[src/hw/rtl/hpt_pkg.sv]
// ----------------------------------------------------------------------------
// hpt_pkg
// Types and constants shared by the homogeneous point transform files.
// ----------------------------------------------------------------------------
package hpt_pkg;

  localparam int NumRegs   = 8;
  localparam int RegIdxW   = 3;
  localparam int RegW      = 64;
  localparam int NumW      = 66;   // row sum width

  localparam logic CMD_POINT = 1'b0;
  localparam logic CMD_DIR   = 1'b1;

  typedef struct packed {
    logic               cmd;
    logic signed [31:0] x_in;
    logic signed [31:0] y_in;
    logic signed [31:0] z_in;
  } in_item_t;

  typedef struct packed {
    logic signed [31:0] x_out;
    logic signed [31:0] y_out;
    logic signed [31:0] z_out;
    logic               overflow_flag;
    logic               zero_w_flag;
  } out_item_t;

  // Classified item handed from the front end to the back end.
  typedef struct packed {
    logic                   dir;
    logic                   w_one;
    logic                   w_zero;
    logic signed [NumW-1:0] num0;
    logic signed [NumW-1:0] num1;
    logic signed [NumW-1:0] num2;
    logic signed [NumW-1:0] w;
  } work_t;

  function automatic logic signed [31:0] sat32(input logic signed [NumW-1:0] v,
                                               output logic ovf);
    logic signed [NumW-1:0] hi;
    logic signed [NumW-1:0] lo;
    begin
      hi = NumW'(64'sh7FFF_FFFF);
      lo = -NumW'(64'sh8000_0000);
      ovf = 1'b0;
      sat32 = v[31:0];
      if (v > hi) begin
        ovf = 1'b1;
        sat32 = 32'sh7FFF_FFFF;
      end else if (v < lo) begin
        ovf = 1'b1;
        sat32 = 32'sh8000_0000;
      end
    end
  endfunction

endpackage

[src/hw/rtl/hpt_queue.sv]
// ----------------------------------------------------------------------------
// hpt_queue
// Small FIFO of classified items between the front and back ends.
// ----------------------------------------------------------------------------
module hpt_queue import hpt_pkg::*; #(
  parameter int DEPTH = 4
) (
  input  logic  clk,
  input  logic  rst,
  input  logic  wr,
  input  work_t wdata,
  input  logic  rd,
  output work_t rdata,
  output logic  empty,
  output logic [$clog2(DEPTH+1)-1:0] count
);

  localparam int AW = (DEPTH > 1) ? $clog2(DEPTH) : 1;

  work_t            mem [DEPTH];
  logic [AW-1:0]    wptr, rptr;

  always_ff @(posedge clk) begin
    if (rst) begin
      wptr  <= '0;
      rptr  <= '0;
      count <= '0;
    end else begin
      if (wr) wptr <= (wptr == AW'(DEPTH-1)) ? '0 : wptr + 1'b1;
      if (rd) rptr <= (rptr == AW'(DEPTH-1)) ? '0 : rptr + 1'b1;
      count <= count + (wr ? 1'b1 : 1'b0) - (rd ? 1'b1 : 1'b0);
    end
  end

  always_ff @(posedge clk) begin
    if (wr) mem[wptr] <= wdata;
  end

  assign rdata = mem[rptr];
  assign empty = (count == '0);

endmodule

[config.mk]
export PLATFORM = sky130hd
export DESIGN_NAME = hpt_queue
export DESIGN_NICKNAME = d
export VERILOG_FILES = /design/src/hw/rtl/hpt_pkg.sv /design/src/hw/rtl/hpt_queue.sv
export SDC_FILE = /design/constraint.sdc
export NUM_CORES = 1
export LEC_CHECK = 0
export ABC_AREA = 1
export BUFFER_PORTS_ARGS = -buffer_cell sky130_fd_sc_hd__buf_2
export CAP_MARGIN = 20
export CELL_PAD_IN_SITES_DETAIL_PLACEMENT = 1
export CELL_PAD_IN_SITES_GLOBAL_PLACEMENT = 2
export CORE_MARGIN = 8
export CORE_UTILIZATION = 40
export CTS_CLUSTER_DIAMETER = 30
export CTS_CLUSTER_SIZE = 12
export DETAILED_ROUTE_END_ITERATION = 12
export GPL_TIMING_DRIVEN = 0
export PLACE_DENSITY_LB_ADDON = 0.2
export SLEW_MARGIN = 20
export SYNTH_ARGS = -nofsm -noshare
export SYNTH_HDL_FRONTEND = slang
export SYNTH_SLANG_ARGS = --single-unit
[constraint.sdc]
create_clock -name clk -period 10.9 [get_ports clk]
set_input_delay 0.545 -clock clk [delete_from_list [all_inputs] [get_ports clk]]
set_output_delay 0.545 -clock clk [all_outputs]
set_load 0.1 [all_outputs]
==> impl_results.md <==
* Non-Filler Cell Area, Final at 0.0587 mm²
* Syn nets at between 3,000 and 4,000
* I/O pin total at 542
* Routed WL at 132,000 µm
* Gr ovfl total at 0
* Layout cell share with drive strength beyond 1 at 27.8%
* Synth unique cells at 17
* Core area at 0.108 mm²
* Most used cell, CP: buf_2
* Chip width at approximately 350 µm
* Switch Pwr at 0.00411 W
* Most frequent cells in the layout: edfxtp_1 (1,068), buf_2 (600), inv_1 (545)
* Placer Congestion at ~0.74
* Tot GR Track Use at 21.7%
* Skew final at 0.0297 ns
* Fillers at ~11,000
* Drt drc at 0
* Final hold violation count at 0
* Slew @ Worst Pin at 0.714 ns
* Ys Warns at 0
* H-tree levels at 4
* Clk network pwr share at about 50%
* Crit-path max FO at 10
* Mapped Area at ~0.043 mm²
* Latest clock arrival within the worst-skew pair at approximately 0.8 ns
* Leakage at between 20 and 25 nW
* Worst stage delay on the critical path at 0.46 ns
* First-pass GRT wire length at 196,000 µm
* Crit start category: flop
* Setup bufs post-CTS at 0
* Slowest cell on crit path: buf_2
* Switching Fraction at 29.7%
* Slew margin rel. at 52.4%
* Layout area overhead at 35.3%
* IO Port Bufs at 541
* Nets at 4,510
* CTS tree: done
* Post-Synthesis Cells at 3,173
* First drt pass iteration count at 5
* Post_cts resized at 0
* Commonest non-fill, non-tap cell in the layout: edfxtp_1
* Clk buf depth at 3
* Num rows at 121
* Synth Area per Inst at 13.7 µm²
* CP endpoint kind: output port
* PwrDens at 236 mW/mm²
* Clk root buf: clkbuf_16
* CTS Sinks at 1,077
* Vias per cell at between 4 and 5
* Sequential share of power at 34.8%
* RSZ-0062 raised after global routing: no
* Minimum clock period at 3.60 ns
* HPWL after DPL at 82,200 µm
* FMAX at 278 MHz
* Die H at 345 µm
* Logic pwr share at 16.3%
* Seq cells post-synth at 1,077
* CP Class: reg -> out
* DIE AREA at 0.119 mm²
* # setup viols final at 0
* Tcrit/Tclk final at about 33%
* Post-layout util at 54.2%
* CP Cell Sequence: buf_2 -> buf_4 -> buf_2 -> o211ai_1 -> nand2_1 -> buf_2
* Antenna violations before repair at 34
* Number of global-route vias before repair at 31,200
* Hold WC Path Type: in -> reg
* Run status: complete, no violations
* Max-slew violation count at 0
* Fin Hold WS at 0.139 ns
* Critical Path AT at about 3 ns
* Max Cap Viol at 0
* Initial Util at ~40%
* Sequential-to-total area share from yosys stat at 74.4%
* Reg clk slew, reported paths at 0.04 ns
* CP required at 10.36 ns
* Antenna Violating Nets Remaining at 0
* Int Pwr at 0.00971 W
* Max VDD drop at around 0.23 mV
* Overall power at 0.0138 W
* Vias at 28,900
* Placed Area at just under 0.05 mm²
* Initial drt markers at between 1,000 and 1,500
* Largest net degree at the start of global routing at 83
* Routed WL per cell at 22.6 µm
* Cts bufs inserted at 234
repair_timing:
action / CTS / global route
hold buffers: 268 / 0
endpoints found under the hold margin: 1070 / 0
endpoints found under the setup margin: 0 / 0
final cells by class:
type                            count  area, µm²  area share [%]
Antenna cell                       27       67.6           0.115
Multi-Input combinational cell   1369       7900            13.5
Timing Repair Buffer              822       5750            9.79
Sequential cell                  1077      32300            54.9
Buffer                            178       1160            1.98
Clock buffer                      272       6020            10.3
Tap cell                         1414       1770            3.01
Inverter                          549       2090            3.56
Clock inverter                    159       1700            2.89
through the flow:
stage	worst slack [ns]	setup TNS (ns)	cells
detailed placement	8.00	0	5141
floorplan	4.58	0	3173
CTS	7.12	0	5840
global route	7.08	0	5857
global placement	-0.622	-515.10	5128
finish	7.30	0	5867
registers in the layout, summed over array words and instances, names as in the netlist, named ones only:
register and count:
wptr 2, rptr 2, mem 1068, count 3
worst paths after layout:
kind | startpoint | slack [ns] | endpoint | depth (start not counted)
min | rd | 0.14 | rptr[0] | 3
max reg2reg | wptr[0] | 8.44 | mem[0][124] | 6
min reg2reg | rptr[0] | 0.52 | rptr[0] | 2
max | flop | 7.30 | rdata[27] | 6
power groups by stage:
stage	Clock (W)	Combinational, W	Sequential (W)
finish	0.00677	0.00225	0.00481
global route	0.00708	0.00236	0.00482
CTS	0.00687	0.00228	0.00481
detailed placement	0	0.00218	0.00488
global placement	0	0.00215	0.00496
floorplan	0	0.00159	0.00493
logic make-up (layout without fill, tap and decap cells):
logic type | after synthesis | in the layout | share of synthesized area [%]
fa+ha+maj | 8 | 8 | 0.248
compound gates | 807 | 807 | 13.2
flops | 1077 | 1077 | 74.4
buf+inv | 727 | 1980 | 7.43
simple gates | 554 | 554 | 4.80
other cells | 0 | 27 | 0
synthesized netlist by cell type, drive strengths merged:
library cell / instances / area (µm²)
buf: 135 / 1000
o21ai: 270 / 1350
nor2: 10 / 37.5
a21oi: 270 / 1350
o211ai: 267 / 3010
inv: 549 / 2060
edfxtp: 1068 / 32100
fa: 1 / 20.0
dfxtp: 9 / 180
nand2: 543 / 2040
nand3: 1 / 5.00
ha: 7 / 87.6
clkbuf: 43 / 161
worst max-delay path: cells and delay by family (launching register included):
kind            cells  cell delay (ns)
buf+inv             4             1.60
flops               1             0.33
simple gates        1             0.18
compound gates      1             0.16
routing by layer:
metal | track usage, % | vias up | routed length, µm
met4 | 8.33 | 14 | 4230
met3 | 7.16 | 253 | 9250
met1 | 26.2 | 14400 | 53900
met2 | 36.1 | 805 | 64900
met5 | 0 | - | 93
li1 | - | 13400 | -
Power figures use the tool's default switching activity.
